**config.mk**
```make
export PLATFORM = sky130hd
export DESIGN_NAME = smvs_mul
export DESIGN_NICKNAME = d
export VERILOG_FILES = /design/src/spring_mass_velocity_step_unit_macros.svh /design/src/smvs_pkg.sv /design/src/smvs_mul.sv
export SDC_FILE = /design/constraint.sdc
export NUM_CORES = 2
export LEC_CHECK = 0
export ABC_CLOCK_PERIOD_IN_PS = 9900
export BUFFER_PORTS_ARGS = -buffer_cell sky130_fd_sc_hd__buf_4
export CAP_MARGIN = 20
export CORE_MARGIN = 2
export CORE_UTILIZATION = 45
export CTS_BUF_LIST = sky130_fd_sc_hd__clkbuf_8
export CTS_CLUSTER_SIZE = 12
export DETAILED_ROUTE_END_ITERATION = 8
export GPL_TIMING_DRIVEN = 0
export PLACE_DENSITY_LB_ADDON = 0.15
export SETUP_SLACK_MARGIN = 0.15
export SLEW_MARGIN = 10
export SYNTH_ARGS = -nofsm -noshare
export SYNTH_HDL_FRONTEND = slang
export SYNTH_SLANG_ARGS = --single-unit
```
**constraint.sdc**
```tcl
create_clock -name clk -period 9.9 [get_ports clk]
set_input_delay 1.98 -clock clk [delete_from_list [all_inputs] [get_ports clk]]
set_output_delay 1.98 -clock clk [all_outputs]
set_load 0.02 [all_outputs]
```
**src/spring_mass_velocity_step_unit_macros.svh**
```systemverilog
// Assertion macros shared by the spring mass step unit
`ifndef SPRING_MASS_VELOCITY_STEP_UNIT_MACROS_SVH
`define SPRING_MASS_VELOCITY_STEP_UNIT_MACROS_SVH

// same-cycle implication
`define SMVS_ASSERT_NOW(label, clk, rst_n, ante, cons, msg) \
    label: assert property (@(posedge clk) disable iff (!rst_n) (ante) |-> (cons)) \
        else $error(msg);

// next-cycle implication
`define SMVS_ASSERT_NEXT(label, clk, rst_n, ante, cons, msg) \
    label: assert property (@(posedge clk) disable iff (!rst_n) (ante) |=> (cons)) \
        else $error(msg);

`endif

```
**src/smvs_pkg.sv**
```systemverilog
// Constants, types and helpers of the spring mass step unit
package smvs_pkg;

    localparam int FRAC_BITS = 16;
    localparam int DT_FRAC   = 16;
    localparam int KDT_SHIFT = 8;

    localparam int POS_W  = 32;
    localparam int DT_W   = 16;
    localparam int K_W    = 16;
    localparam int REST_W = 31;
    localparam int OP_W   = 2;

    localparam logic [OP_W-1:0] OP_LINK    = 2'd0;
    localparam logic [OP_W-1:0] OP_ADVANCE = 2'd1;
    localparam logic [OP_W-1:0] OP_RELOAD  = 2'd2;

    localparam int CFG_IDX_W  = 2;
    localparam int CFG_DATA_W = 32;
    localparam logic [CFG_IDX_W-1:0] CFG_STEP_TIME = 2'd0;
    localparam logic [CFG_IDX_W-1:0] CFG_START_X   = 2'd1;
    localparam logic [CFG_IDX_W-1:0] CFG_START_Y   = 2'd2;
    localparam logic [DT_W-1:0] STEP_TIME_RESET = 16'd1092;

    localparam int MUL_A_W = 34;
    localparam int MUL_B_W = 33;
    localparam int PROD_W  = MUL_A_W + MUL_B_W;
    localparam int SUM_W   = PROD_W - DT_FRAC;
    localparam int KDT_W   = K_W + DT_W - KDT_SHIFT;
    localparam int EXT_W   = MUL_A_W;

    localparam int ROOT_W    = 32;
    localparam int RAD_W     = 64;
    localparam int REM_W     = 34;
    localparam int QUOT_W    = FRAC_BITS + 1;
    localparam int UNIT_W    = FRAC_BITS + 2;
    localparam int CNT_W     = 5;
    localparam int SQRT_ITER = ROOT_W;
    localparam int DIV_ITER  = QUOT_W;

    localparam logic MODE_SQRT = 1'b0;
    localparam logic MODE_DIV  = 1'b1;

    typedef struct packed {
        logic start;
        logic mode;
    } sqdiv_req_t;

    typedef struct packed {
        logic busy;
        logic done;
    } sqdiv_stat_t;

    function automatic logic signed [POS_W-1:0] sat32(input logic signed [SUM_W-1:0] v);
        logic signed [POS_W-1:0] r;
        if ((&v[SUM_W-1:POS_W-1]) || !(|v[SUM_W-1:POS_W-1]))
            r = v[POS_W-1:0];
        else if (v[SUM_W-1])
            r = {1'b1, {(POS_W-1){1'b0}}};
        else
            r = {1'b0, {(POS_W-1){1'b1}}};
        return r;
    endfunction

endpackage

```
**src/smvs_mul.sv**
```systemverilog
// Shared signed multiplier with registered product
module smvs_mul (
    input  logic                                clk,
    input  logic signed [smvs_pkg::MUL_A_W-1:0] a,
    input  logic signed [smvs_pkg::MUL_B_W-1:0] b,
    output logic signed [smvs_pkg::PROD_W-1:0]  prod
);
    import smvs_pkg::*;

    logic signed [PROD_W-1:0] prod_reg;

    always_ff @(posedge clk)
    begin
        prod_reg <= a * b;
    end

    assign prod = prod_reg;
endmodule

```
# Word-level counts from Yosys, hierarchy flattened
# Cells that the tools add are included.
totals:
  regBits: 67
  inputBits: 68
  elab_cells: 2
classes:
  mul: 1
ops:
  columns: ["operator", "count"]
  rows:
  - ["multiplier 34 x 33 -> 67 bit", 1]

# Logic depth before layout (Yosys ltp)
logic_depth:
  depth_word: 1
  depth_mapped: 30

# Least setup slack after synthesis
# OpenSTA, ideal clock, no wires.
synth_path:
  path_kind: "input to register"
  from: "in a[33] (netlist bit)"
  to: "reg prod_reg[63] (netlist: prod[63])"
  cell_stages: 24
  arrival_time_ns: 9.424
  setup_time_ns: 0.062
  slack_ns: 0.414
  cell_sequence: "clkbuf_1 > nand2_1 > inv_1 > fa_1 > fa_1 > fa_1 > inv_1 > fa_1 > fa_1 > fa_1 > fa_1 > fa_1 > inv_1 > ha_1 > clkbuf_1 > and3_1 > and2_1 > and4_1 > a2111oi_4 > o31ai_2 > a311oi_4 > o32ai_1 > or4_1 > nand3_1"
synth_via:
  elab_chain_len: 1
synth_lines:
  columns: ["item", "line_no", "rtl"]
  rows:
  - ["from (decl)", "smvs_mul.sv:4", "input logic signed [smvs_pkg::MUL_A_W-1:0] a,"]
  - ["multiplier 34 x 33 -> 67 bit", "smvs_mul.sv:14", "prod_reg <= a * b;"]
  - ["to (signal assigned)", "smvs_mul.sv:14", null]
  - ["to (decl)", "smvs_mul.sv:10", "logic signed [PROD_W-1:0] prod_reg;"]
# No other way between the ends.

# Worst setup path after layout
layout_path:
  from: "in a[14] (netlist bit)"
  to: "reg prod_reg[65] (netlist: prod[65])"
# Same word-level chain as after synthesis.

==> out/metrics.cfg <==
[finish]
final_nets=6019
fill_cells=8996
syn2layout_area_growth_pct=8.781
largest_reg_flops=67
drive_gt1_share_pct=9.603
fin_cells=5753

[hold_path]
hold_class=input pin to flop
min_delay_path_depth=2
hp-start=a[0]
holdPathEnd=prod[0]

[sta]
rsz0062_at_grt=true
worstMarginPinSlew_ns=0.8852
hold_viol=0
tns_ns=0
setup_viol=0
whs_ns=1.767
slew_headroom_pct=40.98
timing.final.crit_share_pct=97.18
final_max_slew_viol_count=0
fin_ws_ns=0.2792
fmax_ghz=0.1039
fin_crit_ns=9.621

[setup_path]
worstSetupPathType=input pin to flop
cp-end-kind=flop
critPathSlowestCell=fa_1
required_ns=10.35
crit_path_max_fanout=10
start_kind=input pin
crit_family=adder cells
slowest_delay_ns=0.62
crit_arrival_ns=10.07
path_buf_inv=8
cpMostUsedCell=fa_1

[floorplan]
dieArea_mm2=0.09421
io-pin-count=135
core_mm2=0.09125
die_x_um=306.9
die_y_um=306.9
start_util_pct=45.26
core.rowCount=111

[clock_tree]
htree_levels=3
ctsHoldBuffers=0
clk_pin_slew_ns=0.11
cts_root_buf=clkbuf_8
cts_tree=done
clock-sinks=67
cts_max_path_buffers=2
cts-buffers-inserted=9

[grt]
grt_antenna_before_repair=25
grt_max_degree=27
grt_pass1_vias=32850
grt_usage_pct=33.59
grt_pass1_wl_um=222600
grt.overflow.total=0

[synth]
synth_common_cells=fa_1 (1176), inv_1 (1165), nand2_1 (578)
yosysMostFrequentCell=fa_1
syn-cell-area_mm2=0.04129
synth.largest_area_cell=fa_1
yosys_most_used_dff=dfxtp_1
synthTopCellsByArea=fa_1 (57%), inv_1 (11%), and2_1 (8.3%)
yosysSeqAreaShare_pct=3.248
ys.warnings.count=0
synth_fp_nets=5861
synth-seq-cells=67
synth_cell_type_count=63
synth_top_cell_area_share_pct=57.01
synth_edf_count=0
synthArstFlopShare_pct=0
syn_avg_cell_area_um2=9.389
synthCells=4398

[drt]
vias=30590
dr.pass1.iters=6
ant_nets=0
drt_iter0_drc=2208
wl_per_cell_um=26.36
drc_errors=0
vias_per_cell=5.318
finalWirelength_um=151600

[placed_design]
place_inst=5715
dp_hpwl_um=131000
routabilityCongestion=1.060
port_buffers=126
dpl_worst_slack_ns=-2.073

[status]
outcome=complete, no violations

[flow_run]
maxCapViolCount=0

[how the worst max path moves through the flow]
stage	startpoint	endpoint	slack, ns	cells after the start
2_1_floorplan	a[33]	prod[63]	0.41	24
3_3_place_gp	a[33]	prod[63]	-2.39	26
6_report	a[14]	prod[65]	0.28	28
5_1_grt	a[7]	prod[63]	0.12	31
3_5_place_dp	a[33]	prod[63]	-2.07	26
4_1_cts	b[0]	prod[63]	0.14	28
[area by class of cell]
class,instances,area (um2),share of cell area [%]
flip-flops and latches,67,1341,2.986
multi-input cells,2933,34920,77.73
diodes,6,15.01,0.03342
repair buffers,147,1175,2.615
inverters,1166,4384,9.760
clock inverters,6,65.06,0.1448
clock buffers,10,137.6,0.3064
plain buffers,232,1400,3.117
well taps,1186,1484,3.303
[per-layer routing]
| layer | wire [um] | global-route usage, % | up-vias |
|---|---|---|---|
| li1 | - | - | 12780 |
| met1 | 57820 | 43.37 | 16090 |
| met2 | 70110 | 53.29 | 1366 |
| met3 | 12310 | 5.265 | 356 |
| met4 | 11370 | 20.83 | 4 |
| met5 | 28 | 0 | - |
[stage by stage]
stage	instance area [um2]	utilization, %
detailed placement	43800	48.00
finish	44920	49.23
floorplan	41290	-
global route	44910	49.22
CTS	44480	48.74
global placement	43720	47.92
[layout by cell type, fill, tap and decap left out, types with 4 or more instances in the layout]
cell         n
nand2b_1    13
a21oi_1     55
ha_1       216
xnor2_1     54
inv_1     1163
clkbuf_2    96
o21bai_1    12
and3_1       6
nor2b_1     10
a21o_1      34
and2_1     548
clkbuf_8    10
xor2_1      17
o21a_1       5
buf_2       30
a21oi_2      6
nor3_1       8
buf_8        6
a211oi_2     4
o21ai_0     27
clkbuf_4    34
nand3_1      8
a211oi_1     6
o21ai_1      5
nor2_1      59
dfxtp_1     67
o21ai_2      4
fa_1      1167
buf_4      168
fa_2         9
a31oi_1     10
diode_2      6
nand2_1    573
clkbuf_1    26
buf_6       16
nand4_1     11
[timing repair]
item,in CTS,in global routing
endpoints found under the setup margin,36,19
buffers inserted,10,6
pin swaps,7,20
resized for setup,201,341
[cell families (layout without fill, tap and decap cells)]
kind of cell / Yosys count / in the layout / synth area share (%)
flops: 67 / 67 / 3.248
buf+inv: 1398 / 1561 / 12.72
xor+xnor: 71 / 71 / 1.506
fa+ha+maj: 1395 / 1395 / 63.65
mux: 3 / 3 / 0.07575
compound gates: 204 / 204 / 3.569
other cells: 0 / 6 / 0
simple gates: 1260 / 1260 / 15.23
Power is left out: the tool's default activity adds up to more than one toggle a clock period on the data nets, which glitch-free logic cannot reach.
