### src/spring_mass_velocity_step_unit_macros.svh
// Assertion macros shared by the spring mass step unit
`ifndef SPRING_MASS_VELOCITY_STEP_UNIT_MACROS_SVH
`define SPRING_MASS_VELOCITY_STEP_UNIT_MACROS_SVH

// same-cycle implication
`define SMVS_ASSERT_NOW(label, clk, rst_n, ante, cons, msg) \
    label: assert property (@(posedge clk) disable iff (!rst_n) (ante) |-> (cons)) \
        else $error(msg);

// next-cycle implication
`define SMVS_ASSERT_NEXT(label, clk, rst_n, ante, cons, msg) \
    label: assert property (@(posedge clk) disable iff (!rst_n) (ante) |=> (cons)) \
        else $error(msg);

`endif

### src/smvs_pkg.sv
// Constants, types and helpers of the spring mass step unit
package smvs_pkg;

    localparam int FRAC_BITS = 16;
    localparam int DT_FRAC   = 16;
    localparam int KDT_SHIFT = 8;

    localparam int POS_W  = 32;
    localparam int DT_W   = 16;
    localparam int K_W    = 16;
    localparam int REST_W = 31;
    localparam int OP_W   = 2;

    localparam logic [OP_W-1:0] OP_LINK    = 2'd0;
    localparam logic [OP_W-1:0] OP_ADVANCE = 2'd1;
    localparam logic [OP_W-1:0] OP_RELOAD  = 2'd2;

    localparam int CFG_IDX_W  = 2;
    localparam int CFG_DATA_W = 32;
    localparam logic [CFG_IDX_W-1:0] CFG_STEP_TIME = 2'd0;
    localparam logic [CFG_IDX_W-1:0] CFG_START_X   = 2'd1;
    localparam logic [CFG_IDX_W-1:0] CFG_START_Y   = 2'd2;
    localparam logic [DT_W-1:0] STEP_TIME_RESET = 16'd1092;

    localparam int MUL_A_W = 34;
    localparam int MUL_B_W = 33;
    localparam int PROD_W  = MUL_A_W + MUL_B_W;
    localparam int SUM_W   = PROD_W - DT_FRAC;
    localparam int KDT_W   = K_W + DT_W - KDT_SHIFT;
    localparam int EXT_W   = MUL_A_W;

    localparam int ROOT_W    = 32;
    localparam int RAD_W     = 64;
    localparam int REM_W     = 34;
    localparam int QUOT_W    = FRAC_BITS + 1;
    localparam int UNIT_W    = FRAC_BITS + 2;
    localparam int CNT_W     = 5;
    localparam int SQRT_ITER = ROOT_W;
    localparam int DIV_ITER  = QUOT_W;

    localparam logic MODE_SQRT = 1'b0;
    localparam logic MODE_DIV  = 1'b1;

    typedef struct packed {
        logic start;
        logic mode;
    } sqdiv_req_t;

    typedef struct packed {
        logic busy;
        logic done;
    } sqdiv_stat_t;

    function automatic logic signed [POS_W-1:0] sat32(input logic signed [SUM_W-1:0] v);
        logic signed [POS_W-1:0] r;
        if ((&v[SUM_W-1:POS_W-1]) || !(|v[SUM_W-1:POS_W-1]))
            r = v[POS_W-1:0];
        else if (v[SUM_W-1])
            r = {1'b1, {(POS_W-1){1'b0}}};
        else
            r = {1'b0, {(POS_W-1){1'b1}}};
        return r;
    endfunction

endpackage

### src/smvs_sqdiv.sv
// Shared compare-subtract unit: bit-serial square root and division
`include "spring_mass_velocity_step_unit_macros.svh"
module smvs_sqdiv (
    input  logic                          clk,
    input  logic                          rst_n,
    input  smvs_pkg::sqdiv_req_t          req,
    input  logic [smvs_pkg::RAD_W-1:0]    radicand,
    input  logic [smvs_pkg::ROOT_W-1:0]   divisor,
    input  logic [smvs_pkg::ROOT_W-1:0]   mag,
    output smvs_pkg::sqdiv_stat_t         stat,
    output logic [smvs_pkg::ROOT_W-1:0]   result
);
    import smvs_pkg::*;

    logic                busy_reg;
    logic                done_reg;
    logic                mode_reg;
    logic [CNT_W-1:0]    cnt_reg;
    logic [REM_W-1:0]    rem_reg;
    logic [RAD_W-1:0]    src_reg;
    logic [ROOT_W-1:0]   res_reg;
    logic [ROOT_W-1:0]   dsr_reg;

    logic [REM_W+1:0]    cand;
    logic [REM_W+1:0]    trial;
    logic [REM_W+2:0]    diff;
    logic                ge;

    always_comb
    begin
        if (mode_reg == MODE_SQRT)
        begin
            cand  = {rem_reg, src_reg[RAD_W-1 -: 2]};
            trial = {{(REM_W-ROOT_W){1'b0}}, res_reg, 2'b01};
        end
        else
        begin
            cand  = {1'b0, rem_reg, src_reg[RAD_W-1]};
            trial = {{(REM_W+2-ROOT_W){1'b0}}, dsr_reg};
        end
        diff = {1'b0, cand} - {1'b0, trial};
        ge   = ~diff[REM_W+2];
    end

    always_ff @(posedge clk or negedge rst_n)
    begin
        if (!rst_n)
        begin
            busy_reg <= 1'b0;
            done_reg <= 1'b0;
            mode_reg <= MODE_SQRT;
            cnt_reg  <= '0;
        end
        else
        begin
            done_reg <= 1'b0;
            if (req.start)
            begin
                busy_reg <= 1'b1;
                mode_reg <= req.mode;
                cnt_reg  <= (req.mode == MODE_SQRT) ? CNT_W'(SQRT_ITER - 1)
                                                    : CNT_W'(DIV_ITER - 1);
            end
            else if (busy_reg)
            begin
                cnt_reg <= cnt_reg - 1'b1;
                if (cnt_reg == '0)
                begin
                    busy_reg <= 1'b0;
                    done_reg <= 1'b1;
                end
            end
        end
    end

    always_ff @(posedge clk)
    begin
        if (req.start)
        begin
            res_reg <= '0;
            dsr_reg <= divisor;
            if (req.mode == MODE_SQRT)
            begin
                rem_reg <= '0;
                src_reg <= radicand;
            end
            else
            begin
                rem_reg <= REM_W'(mag[ROOT_W-1:1]);
                src_reg <= {mag[0], {(RAD_W-1){1'b0}}};
            end
        end
        else if (busy_reg)
        begin
            rem_reg <= ge ? diff[REM_W-1:0] : cand[REM_W-1:0];
            src_reg <= (mode_reg == MODE_SQRT) ? {src_reg[RAD_W-3:0], 2'b00}
                                               : {src_reg[RAD_W-2:0], 1'b0};
            res_reg <= {res_reg[ROOT_W-2:0], ge};
        end
    end

    assign stat.busy = busy_reg;
    assign stat.done = done_reg;
    assign result    = res_reg;

    `SMVS_ASSERT_NOW(a_start_when_free, clk, rst_n, req.start, !busy_reg, "start while busy")
    `SMVS_ASSERT_NOW(a_done_after_busy, clk, rst_n, done_reg, $past(busy_reg) && !busy_reg, "done without run")
    `SMVS_ASSERT_NOW(a_busy_from_start, clk, rst_n, $rose(busy_reg), $past(req.start), "busy without start")
endmodule

### config.mk
export PLATFORM = sky130hd
export DESIGN_NAME = smvs_sqdiv
export DESIGN_NICKNAME = d
export VERILOG_FILES = /design/src/smvs_pkg.sv /design/src/smvs_sqdiv.sv
export VERILOG_INCLUDE_DIRS = /design/src /design/src/src
export SDC_FILE = /design/constraint.sdc
export NUM_CORES = 1
export LEC_CHECK = 0
export BUFFER_PORTS_ARGS = -buffer_cell sky130_fd_sc_hd__buf_2
export CELL_PAD_IN_SITES_DETAIL_PLACEMENT = 0
export CELL_PAD_IN_SITES_GLOBAL_PLACEMENT = 2
export CORE_AREA = 2 2 167 210
export DETAILED_ROUTE_END_ITERATION = 8
export DIE_AREA = 0 0 169 212
export PLACE_DENSITY = 0.68
export SYNTH_ARGS = -nofsm -noshare
export SYNTH_HDL_FRONTEND = slang
export SYNTH_SLANG_ARGS = --single-unit
### constraint.sdc
create_clock -name clk -period 5.7 [get_ports clk]
set_input_delay 1.14 -clock clk [delete_from_list [all_inputs] [get_ports clk]]
set_output_delay 1.14 -clock clk [all_outputs]
set_load 0.01 [all_outputs]
Yosys cells after proc, flatten, opt, wreduce, memory -nomap -nowiden
Cells that the tools add are included.
{"block": "op_classes", "add_sub_neg": 2, "n_mux": 19, "bitwise": 1, "n_reduce_logical": 2}
{"op": "2-to-1 mux 64 bit", "n": 4}
{"op": "2-to-1 mux 34 bit", "n": 4}
{"op": "subtractor 36 x 36 -> 37 bit", "n": 1}
{"op": "2-to-1 mux 36 bit", "n": 1}
{"op": "2-to-1 mux 31 bit", "n": 1}
{"op": "2-to-1 mux 5 bit", "n": 2}
{"op": "2-to-1 mux 1 bit", "n": 6}
{"op": "zero test 5 bit", "n": 1}
{"op": "subtractor 5 x 1 -> 5 bit, second input constant", "n": 1}
{"op": "2-to-1 mux 4 bit", "n": 1}
{"op": "nonzero test 2 bit", "n": 1}
{"op": "inverter 1 bit", "n": 1}
{"block": "totals", "reg_bits": 170, "in_bits": 132, "out_inout_bits": 34, "wordCells": 32}

Longest topological paths before layout
Gate-level depths: netlist of the first run.
{"block": "depth", "ltp_word": 5, "depth_mapped": 18, "ltp_nobuf": 13}

Worst setup path before layout of the first run
No wires, ideal clock.
{"block": "synth_path", "path_type": "register -> register", "start": "register mode_reg", "end": "register rem_reg[25], data pin", "setup_time_ns": 0.254, "t_arrival_ns": 4.121, "required_ns": 5.446, "path_slack_ns": 1.326, "stages_incl_launch_ff": 18, "n_path_buf": 6, "period_less_slack_ns": 4.374, "path_cell_list": "dfrtp_1 -> clkbuf_1 -> clkbuf_1 -> buf_1 -> buf_1 -> nand2_1 -> fa_1 -> a211oi_4 -> o21ai_2 -> a21o_1 -> a211oi_2 -> nor4_1 -> or2_1 -> buf_2 -> buf_2 -> nand2_1 -> o211ai_1 -> a21o_1"}
{"block": "synth_via", "elab_chain_cells": 5, "word_cells_on_any_way": 6, "cone_classes": "add/sub (1); mux (5)"}
{"item": "start: declaration", "line_no": "smvs_sqdiv.sv:17", "rtl": "logic mode_reg;"}
{"item": "start signal: assignment", "line_no": "smvs_sqdiv.sv:60", "rtl": "mode_reg <= req.mode;"}
{"item": "2-to-1 mux 36 bit or 2-to-1 mux 34 bit (tied branches)", "line_no": "smvs_sqdiv.sv:31", "rtl": "if (mode_reg == MODE_SQRT)"}
{"item": "subtractor 36 x 36 -> 37 bit", "line_no": "smvs_sqdiv.sv:41", "rtl": "diff = {1'b0, cand} - {1'b0, trial};"}
{"item": "2-to-1 mux 34 bit *", "line_no": "smvs_sqdiv.sv:95", "rtl": "rem_reg <= ge ? diff[REM_W-1:0] : cand[REM_W-1:0];"}
{"item": "2-to-1 mux 34 bit *", "line_no": "smvs_sqdiv.sv:93", "rtl": "else if (busy_reg)"}
{"item": "2-to-1 mux 34 bit *", "line_no": "smvs_sqdiv.sv:78", "rtl": "if (req.start)"}
{"item": "end signal: assignment", "line_no": "smvs_sqdiv.sv:89", "rtl": "rem_reg <= REM_W'(mag[ROOT_W-1:1]);"}
{"item": "end signal: assignment", "line_no": "smvs_sqdiv.sv:95"}
{"item": "end: declaration", "line_no": "smvs_sqdiv.sv:19", "rtl": "logic [REM_W-1:0] rem_reg;"}
Mark *: on every way between the ends. The rest lies on a longest branch, timed or not. The select of a mux whose other input is x is not followed.
A chain may end at the register's enable or synchronous reset.

Final worst setup path of the first run
{"block": "layout_path", "start": "register mode_reg", "end": "register rem_reg[24], data pin"}
The elaborated chain is that of the path after synthesis.

==> results of run 1 <==
area by class of cell:
cell class | instances | area share, %
Multi-Input combinational cell | 716 | 42.1
Sequential cell | 170 | 40.0
Timing Repair Buffer | 178 | 7.81
Tap cell | 429 | 4.53
Clock buffer | 21 | 3.71
Clock inverter | 11 | 1.42
Inverter | 10 | 0.316
Antenna cell | 1 | 0.0211
cell families (layout without fill, tap and decap cells):
logic type	after synthesis	after routing	share of synthesized area, %
buffers and inverters	72	220	2.86
multiplexers	168	168	17.2
other	0	1	0
XOR/XNOR	27	27	2.36
AO/OA/AOI/OAI	250	250	15.4
AND/OR/NAND/NOR	234	234	10.1
flip-flops	170	170	47.4
adder cells (fa/ha/maj)	37	37	4.70
per-stage QoR:
| step | total power [mW] | hold slack, ns | std cells | cell area, µm² | util, % |
|---|---|---|---|---|---|
| global route | 5.99 | 0.523 | 1535 | 11900 | 34.8 |
| detailed placement | 4.34 | 0.508 | 1503 | 11200 | 33.0 |
| finish | 5.54 | 0.518 | 1536 | 11900 | 34.8 |
| global placement | 4.35 | 0.500 | 1503 | 11200 | 33.0 |
| floorplan | 3.71 | 0.481 | 958 | 10000 | - |
| CTS | 5.62 | 0.510 | 1535 | 11900 | 34.8 |
worst max-delay path by stage:
stage,startpoint,to,slack (ns),depth (start not counted)
after floorplan,mode_reg,rem_reg[25],1.33,17
after global placement,mode_reg,rem_reg[14],1.18,12
after detailed placement,mode_reg,rem_reg[18],1.15,12
after CTS,mode_reg,rem_reg[24],1.11,12
after global routing,mode_reg,rem_reg[24],0.73,12
final,mode_reg,rem_reg[24],1.13,12
cells in the final DEF, fill, tap and decap left out, types with 4 or more instances in the layout:
cell type	instances
o21a_1	8
nand2b_1	7
o21ai_1	8
edfxtp_1	130
mux2_2	33
a211oi_1	9
nand2_1	115
xnor2_1	15
clkbuf_16	17
clkbuf_1	4
and2_1	5
and3_1	4
a22o_1	4
bufinv_16	4
mux2i_1	134
xor2_1	12
dfxtp_1	32
o21bai_1	5
nor2_1	61
inv_1	9
buf_2	164
dfrtp_1	6
o21ai_0	98
a21o_1	22
buf_4	14
nand3_1	10
a22oi_1	4
nor2b_1	8
a21oi_1	59
nor3_1	9
ha_1	36
worst max-delay path, delay by kind of cell (launching register included):
kind,cells,cell delay [ns]
simple gates,4,1.04
flops,1,0.97
buf+inv,2,0.70
mux,2,0.59
compound gates,3,0.53
fa+ha+maj,1,0.42
per-layer routing:
metal	vias up	track usage [%]	routed length (µm)
li1	3802	-	-
met1	3542	17.7	11100
met2	138	27.1	13500
met3	46	4.75	1510
met4	16	5.51	502
met5	-	0	103
power breakdown:
part	switching [mW]	total [mW]	internal (mW)
clock network	0.509	1.24	0.735
logic	1.47	2.59	1.12
registers	0.115	1.71	1.59
==> flow_results.xml, run 1 <==
<?xml version="1.0" encoding="UTF-8"?>
<metrics>
  <group name="placed_design">
    <metric name="gp_congestion" unit="">0.770</metric>
    <metric name="dp_slack" unit="ns">1.15</metric>
    <metric name="buffer_ports.inserted" unit="">165</metric>
    <metric name="dp_hpwl" unit="µm">19600</metric>
  </group>
  <group name="synthesis">
    <metric name="proportion_of_register_bits_with_asynchronous_set_or_reset_after_synthesis" unit="%">4.71</metric>
    <metric name="postSynth.topFlopCell" unit="">edfxtp_1</metric>
    <metric name="synth.top_cell.area_share" unit="%">39.0</metric>
    <metric name="cell_types_with_the_largest_area_share_after_synthesis" unit="">edfxtp_1, mux2i_1, dfxtp_1</metric>
    <metric name="syn_nets" unit="">1127</metric>
    <metric name="syn_avg_cell_area" unit="µm²">10.5</metric>
    <metric name="synthesis.area" unit="mm²">0.0100</metric>
    <metric name="ys_seq_elements" unit="">170</metric>
    <metric name="yosys-top-cells-count" unit="">mux2i_1, edfxtp_1, nand2_1</metric>
    <metric name="synth_sequential_area_ratio" unit="%">47.4</metric>
    <metric name="yosysMostFrequentCell" unit="">mux2i_1</metric>
    <metric name="yosys_warnings" unit="">0</metric>
    <metric name="synth_area_leader_cell" unit="">edfxtp_1</metric>
    <metric name="synth_enable_flop_cells" unit="">130</metric>
    <metric name="synth_cells" unit="">958</metric>
    <metric name="yosys.cell_types.count" unit="">63</metric>
  </group>
  <group name="timing">
    <metric name="final_critical_path_setup_slack" unit="ns">1.13</metric>
    <metric name="timing.slew.headroom" unit="%">30.9</metric>
    <metric name="rsz0062_at_grt" unit="">false</metric>
    <metric name="report.final.hold_viol_count" unit="">0</metric>
    <metric name="max_clock_freq" unit="GHz">0.219</metric>
    <metric name="final_min_period_over_clock_period" unit="%">80.2</metric>
    <metric name="worst_margin_pin_slew" unit="ns">1.04</metric>
    <metric name="final_period_minus_worst_setup_slack" unit="ns">4.57</metric>
    <metric name="final_number_of_setup_violating_endpoints" unit="">0</metric>
    <metric name="fin_skew" unit="ns">0.0186</metric>
    <metric name="setup_tns" unit="ns">0</metric>
    <metric name="final-max-slew-violation-count" unit="">0</metric>
  </group>
  <group name="finish">
    <metric name="multi_input_area" unit="mm²">0.00500</metric>
    <metric name="sequential_cell_area" unit="mm²">0.00475</metric>
    <metric name="largest_register_ff_count" unit="">64</metric>
    <metric name="drive_gt1_share" unit="%">23.2</metric>
    <metric name="layout.nets" unit="">1262</metric>
    <metric name="areaGrowthSynthToFinish" unit="%">18.4</metric>
    <metric name="fillCellCount" unit="">3567</metric>
  </group>
  <group name="routing">
    <metric name="route.detailed.drc" unit="">0</metric>
    <metric name="detail-route-antenna-nets" unit="">0</metric>
    <metric name="route.detailed.wl_per_inst" unit="µm">17.4</metric>
    <metric name="initialDrtViolationCount" unit="">212</metric>
    <metric name="drt_pre_antenna_iters" unit="">4</metric>
    <metric name="totalWireLength" unit="µm">26700</metric>
    <metric name="vias" unit="">7544</metric>
    <metric name="drt-vias-per-instance" unit="">4.91</metric>
  </group>
  <group name="clocking">
    <metric name="clk_pin_slew_worst_paths" unit="ns">0.06</metric>
    <metric name="cts_made_buffers" unit="">17</metric>
    <metric name="cts.sink_count" unit="">170</metric>
    <metric name="cts.path.max_buffers" unit="">2</metric>
    <metric name="clk-insertion-delay-late" unit="ns">0.46</metric>
    <metric name="cts.repair_timing.setup_buffer_count" unit="">0</metric>
    <metric name="clk_root_buffer_cell" unit="">clkbuf_16</metric>
    <metric name="ctsHoldBuffers" unit="">0</metric>
    <metric name="tritoncts" unit="">built</metric>
    <metric name="cts.repair.resized" unit="">0</metric>
    <metric name="ctsHtreeMaxLevel" unit="">4</metric>
  </group>
  <group name="worst_setup_path">
    <metric name="crit_chain" unit="">buf_4 &gt; mux2_2 &gt; ha_1 &gt; nand2_1 &gt; o21a_1 &gt; a211oi_1 &gt; nor2_1 &gt; nor4_1 &gt; or2_1 &gt; buf_4 &gt; mux2i_1 &gt; o21ai_0</metric>
    <metric name="critPathMostFrequentCell" unit="">buf_4</metric>
    <metric name="worst_path_max_delay_cell" unit="">dfrtp_4</metric>
    <metric name="cp.arrival" unit="ns">4.74</metric>
    <metric name="reg2reg_to" unit="">rem_reg[24]</metric>
    <metric name="startpoint_type" unit="">register</metric>
    <metric name="rr_startpoint" unit="">mode_reg</metric>
    <metric name="critPathRequiredTime" unit="ns">5.87</metric>
    <metric name="slowest_delay" unit="ns">0.97</metric>
    <metric name="timing.critical_path.fanout_max" unit="">55</metric>
    <metric name="worst_r2r_path_depth" unit="">12</metric>
    <metric name="critPathKind" unit="">reg2reg</metric>
    <metric name="critPathCaptureType" unit="">register</metric>
    <metric name="r2r_setup_slack" unit="ns">1.13</metric>
  </group>
  <group name="die">
    <metric name="core-area" unit="mm²">0.0340</metric>
    <metric name="chipWidth" unit="µm">169</metric>
    <metric name="fp.dieH" unit="µm">212</metric>
    <metric name="placement_rows" unit="">76</metric>
    <metric name="initial_utilization" unit="%">29.4</metric>
    <metric name="dieArea" unit="mm²">0.0358</metric>
    <metric name="ioPinCount" unit="">166</metric>
  </group>
  <group name="worst_hold_path">
    <metric name="worst_hold_endpoint" unit="">cnt_reg[4]</metric>
    <metric name="timing.hold.worst_path_depth" unit="">2</metric>
    <metric name="worst_hold_path_type" unit="">reg2reg</metric>
    <metric name="timing.hold.worst.start" unit="">cnt_reg[4]</metric>
  </group>
  <group name="global_route">
    <metric name="grt_pass1_wl" unit="µm">43100</metric>
    <metric name="pin_count_of_the_biggest_net_entering_global_routing" unit="">73</metric>
    <metric name="groute.usage.overall" unit="%">15.4</metric>
    <metric name="grt_overflow" unit="">0</metric>
    <metric name="initial_antenna_violation_count" unit="">9</metric>
    <metric name="via_count_of_the_first_global_routing_pass" unit="">8062</metric>
  </group>
  <group name="power">
    <metric name="max-vdd-ir-drop" unit="V">0.000226</metric>
    <metric name="power-per-cell-area" unit="mW/mm²">467</metric>
    <metric name="p_leak" unit="nW">5.14</metric>
  </group>
  <group name="flow_run">
    <metric name="cap_violations" unit="">0</metric>
  </group>
  <group name="outcome">
    <metric name="outcome" unit="">completed</metric>
  </group>
</metrics>
No activity file was read; power rests on OpenSTA's default activity.
==> run 2: changes to the inputs <==
clock period = 4.24 ns   (was 5.7 ns; I/O delays follow)
==> flow_results.xml, run 2 (same netlist as run 1, synthesis figures left out) <==
<?xml version="1.0" encoding="UTF-8"?>
<metrics>
  <group name="timing">
    <metric name="final_period_minus_worst_setup_slack" unit="ns">3.94</metric>
    <metric name="final_number_of_setup_violating_endpoints" unit="">0</metric>
    <metric name="final_min_period_over_clock_period" unit="%">92.8</metric>
    <metric name="setup_tns" unit="ns">0</metric>
    <metric name="max_clock_freq" unit="GHz">0.254</metric>
    <metric name="final-max-slew-violation-count" unit="">0</metric>
    <metric name="worst_margin_pin_slew" unit="ns">0.997</metric>
    <metric name="fin_hold_ws" unit="ns">0.244</metric>
    <metric name="fin_skew" unit="ns">0.0129</metric>
    <metric name="rsz0062_at_grt" unit="">false</metric>
    <metric name="timing.slew.headroom" unit="%">33.5</metric>
    <metric name="report.final.hold_viol_count" unit="">0</metric>
  </group>
  <group name="worst_setup_path">
    <metric name="slowest_delay" unit="ns">0.65</metric>
    <metric name="critPathKind" unit="">reg2reg</metric>
    <metric name="startpoint_type" unit="">register</metric>
    <metric name="cp.arrival" unit="ns">4.22</metric>
    <metric name="worst_path_max_delay_cell" unit="">dfrtp_4</metric>
    <metric name="critPathMostFrequentCell" unit="">a211oi_2</metric>
    <metric name="critical_path_s_top_delay_family" unit="">compound AO/OA/AOI/OAI gates</metric>
    <metric name="timing.critical_path.fanout_max" unit="">22</metric>
    <metric name="crit_chain" unit="">mux2i_1 &gt; ha_1 &gt; inv_1 &gt; fa_1 &gt; a211oi_4 &gt; o21ai_2 &gt; a21o_1 &gt; a211oi_2 &gt; nor4_1 &gt; or2_1 &gt; and3_1 &gt; mux2_4 &gt; a211oi_2</metric>
    <metric name="critPathCaptureType" unit="">register</metric>
    <metric name="critPathRequiredTime" unit="ns">4.52</metric>
    <metric name="critical_path.n_buffers_inverters" unit="">1</metric>
  </group>
  <group name="power">
    <metric name="power.share.switching" unit="%">38.3</metric>
    <metric name="power.share.sequential" unit="%">30.9</metric>
    <metric name="clock_power_share" unit="%">20.9</metric>
    <metric name="total_switching_power" unit="mW">2.84</metric>
    <metric name="power-per-cell-area" unit="mW/mm²">622</metric>
    <metric name="p_leak" unit="nW">5.17</metric>
    <metric name="max-vdd-ir-drop" unit="V">0.000288</metric>
    <metric name="combinationalPowerShare" unit="%">48.2</metric>
    <metric name="internal-power" unit="mW">4.58</metric>
  </group>
  <group name="finish">
    <metric name="final_cell_mix" unit="">buf_2, mux2i_1, edfxtp_1</metric>
    <metric name="most_frequent_standard_cell_in_the_layout_excluding_fill_and_tap_cells" unit="">buf_2</metric>
    <metric name="largest_register_ff_count" unit="">64</metric>
    <metric name="finish.instance_area" unit="mm²">0.0119</metric>
    <metric name="areaGrowthSynthToFinish" unit="%">19.1</metric>
    <metric name="fillCellCount" unit="">3499</metric>
    <metric name="drive_gt1_share" unit="%">23.7</metric>
    <metric name="layout.nets" unit="">1269</metric>
  </group>
  <group name="clocking">
    <metric name="cts.repair_timing.setup_buffer_count" unit="">0</metric>
    <metric name="tritoncts" unit="">built</metric>
    <metric name="cts.sink_count" unit="">170</metric>
    <metric name="clk-insertion-delay-late" unit="ns">0.45</metric>
    <metric name="cts.path.max_buffers" unit="">2</metric>
    <metric name="ctsHtreeMaxLevel" unit="">4</metric>
    <metric name="clk_pin_slew_worst_paths" unit="ns">0.07</metric>
    <metric name="clk_root_buffer_cell" unit="">clkbuf_16</metric>
    <metric name="cts_made_buffers" unit="">17</metric>
  </group>
  <group name="die">
    <metric name="placement_rows" unit="">76</metric>
    <metric name="ioPinCount" unit="">166</metric>
    <metric name="chipWidth" unit="µm">169</metric>
    <metric name="dieArea" unit="mm²">0.0358</metric>
    <metric name="core-area" unit="mm²">0.0340</metric>
    <metric name="fp.dieH" unit="µm">212</metric>
    <metric name="initial_utilization" unit="%">29.4</metric>
  </group>
  <group name="global_route">
    <metric name="grt_pass1_wl" unit="µm">43600</metric>
    <metric name="groute.usage.overall" unit="%">15.7</metric>
    <metric name="grt_overflow" unit="">0</metric>
    <metric name="via_count_of_the_first_global_routing_pass" unit="">8136</metric>
    <metric name="pin_count_of_the_biggest_net_entering_global_routing" unit="">140</metric>
    <metric name="initial_antenna_violation_count" unit="">6</metric>
  </group>
  <group name="routing">
    <metric name="route.detailed.drc" unit="">0</metric>
    <metric name="drt-vias-per-instance" unit="">4.90</metric>
    <metric name="vias" unit="">7563</metric>
    <metric name="detail-route-antenna-nets" unit="">0</metric>
    <metric name="route.detailed.wl_per_inst" unit="µm">17.7</metric>
    <metric name="totalWireLength" unit="µm">27300</metric>
    <metric name="drt_pre_antenna_iters" unit="">4</metric>
    <metric name="initialDrtViolationCount" unit="">338</metric>
  </group>
  <group name="placed_design">
    <metric name="buffer_ports.inserted" unit="">165</metric>
    <metric name="place_area" unit="mm²">0.0114</metric>
    <metric name="dp_hpwl" unit="µm">20100</metric>
    <metric name="gp_congestion" unit="">0.828</metric>
  </group>
  <group name="flow_run">
    <metric name="cap_violations" unit="">0</metric>
  </group>
  <group name="worst_hold_path">
    <metric name="worst_hold_path_type" unit="">in2async</metric>
  </group>
  <group name="outcome">
    <metric name="outcome" unit="">completed</metric>
  </group>
</metrics>
==> run 2: metal layers <==
metal,GRT usage (%),share of wire [%],up-vias
met3,3.69,4.0,32
met1,18.4,43,3583
li1,-,-,3812
met4,5.78,1.9,8
met5,0,0.18,-
met2,28.0,51,128
==> run 2: area by class of cell <==
class	instances	area (µm²)	share of cell area [%]
Clock buffer	20	437	3.66
Multi-Input combinational cell	716	5000	41.9
Inverter	10	37.5	0.315
Tap cell	429	537	4.50
Sequential cell	170	4750	39.8
Timing Repair Buffer	185	1040	8.73
Antenna cell	2	5.00	0.0420
Clock inverter	11	124	1.04
==> run 2: through the flow <==
step / setup WS, ns / cells / utilization, % / total power [mW]
after floorplan: 0.0560 / 958 / - / 4.99
after global placement: 0.366 / 1510 / 33.4 / 5.94
after detailed placement: 0.284 / 1510 / 33.4 / 5.91
after CTS: 0.250 / 1541 / 35.0 / 7.50
after global routing: 0.0773 / 1542 / 35.0 / 7.99
final: 0.305 / 1543 / 35.0 / 7.42
==> run 2: worst paths after layout <==
kind / startpoint / to / slack, ns / depth (start not counted)
hold / removal: rst_n / busy_reg / 0.24 / 1
min in group clk: cnt_reg[4] / cnt_reg[4] / 0.53 / 2
setup reg to reg: mode_reg / rem_reg[26] / 0.30 / 13
max in group asynchronous: rst_n / mode_reg / 3.79 / 1
hold reg to reg: cnt_reg[4] / cnt_reg[4] / 0.53 / 2
setup / recovery: mode_reg / rem_reg[26] / 0.30 / 13
==> run 2: power by group through the flow <==
stage	logic [mW]	clock network (mW)	registers, mW
finish	3.58	1.55	2.29
global route	4.01	1.66	2.33
CTS	3.61	1.60	2.30
detailed placement	3.59	0	2.33
global placement	3.61	0	2.33
floorplan	2.73	0	2.25
==> run 2: repair_timing <==
item,4_1_cts,5_1_grt
endpoints found under the setup margin,0,1
hold buffers,0,0
resized for setup,0,1
==> run 2: worst register-to-register path: cells and delay by family, from the launching register on <==
family | cells | cell delay, ns
AOI/OAI and AO/OA | 5 | 1.19
adders and majority gates | 2 | 0.64
buffers and inverters | 1 | 0.06
DFF | 1 | 0.65
muxes | 2 | 0.53
and+or+nand+nor | 3 | 0.70
==> run 3: changes to the inputs <==
MAX_ROUTING_LAYER = met4   (was not set)
==> flow_results.xml, run 3 (same netlist as run 1, synthesis figures left out) <==
<?xml version="1.0" encoding="UTF-8"?>
<metrics>
  <group name="global_route">
    <metric name="initial_antenna_violation_count" unit="">6</metric>
    <metric name="groute.usage.overall" unit="%">16.2</metric>
    <metric name="pin_count_of_the_biggest_net_entering_global_routing" unit="">140</metric>
    <metric name="grt_overflow" unit="">0</metric>
    <metric name="via_count_of_the_first_global_routing_pass" unit="">8154</metric>
    <metric name="grt_pass1_wl" unit="µm">43600</metric>
  </group>
  <group name="placed_design">
    <metric name="dp_hpwl" unit="µm">20100</metric>
    <metric name="gp_congestion" unit="">0.843</metric>
    <metric name="buffer_ports.inserted" unit="">165</metric>
    <metric name="place_area" unit="mm²">0.0114</metric>
  </group>
  <group name="die">
    <metric name="fp.dieH" unit="µm">212</metric>
    <metric name="dieArea" unit="mm²">0.0358</metric>
    <metric name="ioPinCount" unit="">166</metric>
    <metric name="chipWidth" unit="µm">169</metric>
    <metric name="core-area" unit="mm²">0.0340</metric>
    <metric name="placement_rows" unit="">76</metric>
    <metric name="initial_utilization" unit="%">29.4</metric>
  </group>
  <group name="routing">
    <metric name="totalWireLength" unit="µm">27400</metric>
    <metric name="met3_length" unit="µm">1230</metric>
    <metric name="met1_length" unit="µm">11900</metric>
    <metric name="highest-signal-layer" unit="">met4</metric>
    <metric name="detail-route-antenna-nets" unit="">0</metric>
    <metric name="drt_pre_antenna_iters" unit="">5</metric>
    <metric name="routed-wl-met2" unit="µm">13800</metric>
    <metric name="vias" unit="">7536</metric>
    <metric name="route.detailed.wl_per_inst" unit="µm">17.7</metric>
    <metric name="route.detailed.drc" unit="">0</metric>
    <metric name="drt-vias-per-instance" unit="">4.87</metric>
    <metric name="initialDrtViolationCount" unit="">317</metric>
  </group>
  <group name="worst_setup_path">
    <metric name="startpoint_type" unit="">register</metric>
    <metric name="critical_path.n_buffers_inverters" unit="">1</metric>
    <metric name="critical_path_depth" unit="">13</metric>
    <metric name="reg2reg_to" unit="">rem_reg[26]</metric>
    <metric name="crit_chain" unit="">mux2i_1 &gt; ha_1 &gt; inv_1 &gt; fa_1 &gt; a211oi_4 &gt; o21ai_2 &gt; a21o_1 &gt; a211oi_2 &gt; nor4_1 &gt; or2_1 &gt; and3_1 &gt; mux2_4 &gt; a211oi_2</metric>
    <metric name="cp-startpoint" unit="">mode_reg</metric>
    <metric name="worst_path_max_delay_cell" unit="">dfrtp_4</metric>
    <metric name="slowest_delay" unit="ns">0.66</metric>
    <metric name="worst_r2r_path_depth" unit="">13</metric>
    <metric name="critPathRequiredTime" unit="ns">4.53</metric>
    <metric name="critPathKind" unit="">reg2reg</metric>
    <metric name="rr_startpoint" unit="">mode_reg</metric>
    <metric name="r2r_setup_slack" unit="ns">0.30</metric>
    <metric name="timing.critical_path.fanout_max" unit="">22</metric>
    <metric name="cp.arrival" unit="ns">4.23</metric>
    <metric name="critPathCaptureType" unit="">register</metric>
    <metric name="critical_path_s_top_delay_family" unit="">compound AO/OA/AOI/OAI gates</metric>
    <metric name="crit_end" unit="">rem_reg[26]</metric>
    <metric name="critPathMostFrequentCell" unit="">a211oi_2</metric>
  </group>
  <group name="clocking">
    <metric name="cts_made_buffers" unit="">17</metric>
    <metric name="cts.sink_count" unit="">170</metric>
    <metric name="clk_root_buffer_cell" unit="">clkbuf_16</metric>
    <metric name="cts.path.max_buffers" unit="">2</metric>
    <metric name="tritoncts" unit="">built</metric>
    <metric name="cts.repair_timing.setup_buffer_count" unit="">0</metric>
    <metric name="clk_pin_slew_worst_paths" unit="ns">0.07</metric>
    <metric name="clk-insertion-delay-late" unit="ns">0.45</metric>
    <metric name="ctsHtreeMaxLevel" unit="">4</metric>
  </group>
  <group name="timing">
    <metric name="setup_tns" unit="ns">0</metric>
    <metric name="rsz0062_at_grt" unit="">false</metric>
    <metric name="max_clock_freq" unit="GHz">0.254</metric>
    <metric name="fin_skew" unit="ns">0.0163</metric>
    <metric name="timing.slew.headroom" unit="%">33.5</metric>
    <metric name="final-max-slew-violation-count" unit="">0</metric>
    <metric name="worst_margin_pin_slew" unit="ns">0.997</metric>
    <metric name="report.final.hold_viol_count" unit="">0</metric>
    <metric name="final_period_minus_worst_setup_slack" unit="ns">3.94</metric>
    <metric name="final_number_of_setup_violating_endpoints" unit="">0</metric>
    <metric name="final_min_period_over_clock_period" unit="%">92.9</metric>
  </group>
  <group name="finish">
    <metric name="largest_register_ff_count" unit="">64</metric>
    <metric name="drive_gt1_share" unit="%">23.7</metric>
    <metric name="layout.nets" unit="">1269</metric>
    <metric name="final_cell_mix" unit="">buf_2, mux2i_1, edfxtp_1</metric>
    <metric name="most_frequent_standard_cell_in_the_layout_excluding_fill_and_tap_cells" unit="">buf_2</metric>
    <metric name="fillCellCount" unit="">3497</metric>
    <metric name="areaGrowthSynthToFinish" unit="%">19.2</metric>
    <metric name="finish.instance_area" unit="mm²">0.0119</metric>
  </group>
  <group name="power">
    <metric name="max-vdd-ir-drop" unit="V">0.000290</metric>
    <metric name="power" unit="mW">7.42</metric>
    <metric name="p_leak" unit="nW">5.17</metric>
    <metric name="power-per-cell-area" unit="mW/mm²">622</metric>
  </group>
  <group name="flow_run">
    <metric name="cap_violations" unit="">0</metric>
  </group>
  <group name="outcome">
    <metric name="outcome" unit="">completed</metric>
  </group>
  <group name="worst_hold_path">
    <metric name="worst_hold_path_type" unit="">in2async</metric>
  </group>
</metrics>
[run 3: how the worst min path moves through the flow]
| stage | endpoint | start | depth (start not counted) | slack (ns) |
|---|---|---|---|---|
| after global placement | cnt_reg[4] | cnt_reg[4] | 2 | 0.50 |
| after global routing | done_reg | rst_n | 1 | 0.23 |
| after detailed placement | cnt_reg[4] | cnt_reg[4] | 2 | 0.52 |
| after floorplan | cnt_reg[4] | cnt_reg[4] | 2 | 0.48 |
| final | busy_reg | rst_n | 1 | 0.24 |
| after CTS | cnt_reg[2] | rst_n | 1 | 0.22 |
[run 3: worst register-to-register path, cell delays in order, from the launching register on]
cell	delay, ns
dfrtp_4	0.66
mux2i_1	0.28
ha_1	0.19
inv_1	0.06
fa_1	0.45
a211oi_4	0.32
o21ai_2	0.12
a21o_1	0.21
a211oi_2	0.35
nor4_1	0.12
or2_1	0.35
and3_1	0.23
mux2_4	0.26
a211oi_2	0.20
[run 3: routing by layer]
layer / vias up / track usage [%]
met2: 138 / 28.0
met3: 24 / 4.30
li1: 3818 / -
met5: - / -
met1: 3556 / 18.5
met4: 0 / 4.63
[run 3: cell type report]
class / count / area [µm²] / share of cell area, %
inverters: 10 / 37.5 / 0.314
repair buffers: 185 / 1040 / 8.72
flip-flops and latches: 170 / 4750 / 39.8
diodes: 6 / 15.0 / 0.126
clock buffers: 20 / 437 / 3.66
multi-input cells: 716 / 5000 / 41.9
well taps: 429 / 537 / 4.50
clock inverters: 11 / 124 / 1.04
[run 3: repair_timing]
action,in CTS,in global routing
endpoints found under the setup margin,0,1
hold endpoints to repair,0,0
gates resized for setup,0,1
hold buffers,0,0
[run 3: stage by stage]
| stage | utilization [%] | setup WS [ns] | hold WS, ns | std cells |
|---|---|---|---|---|
| 6_report | 35.1 | 0.299 | 0.240 | 1547 |
| 5_1_grt | 35.1 | 0.0800 | 0.228 | 1547 |
| 4_1_cts | 35.0 | 0.250 | 0.216 | 1541 |
| 3_5_place_dp | 33.4 | 0.284 | 0.517 | 1510 |
| 3_3_place_gp | 33.4 | 0.366 | 0.505 | 1510 |
| 2_1_floorplan | - | 0.0560 | 0.481 | 958 |
[run 3: report_power, final]
| group | switching (mW) | internal [mW] |
|---|---|---|
| Clock | 0.690 | 0.865 |
| Sequential | 0.152 | 2.14 |
| Combinational | 2.00 | 1.57 |
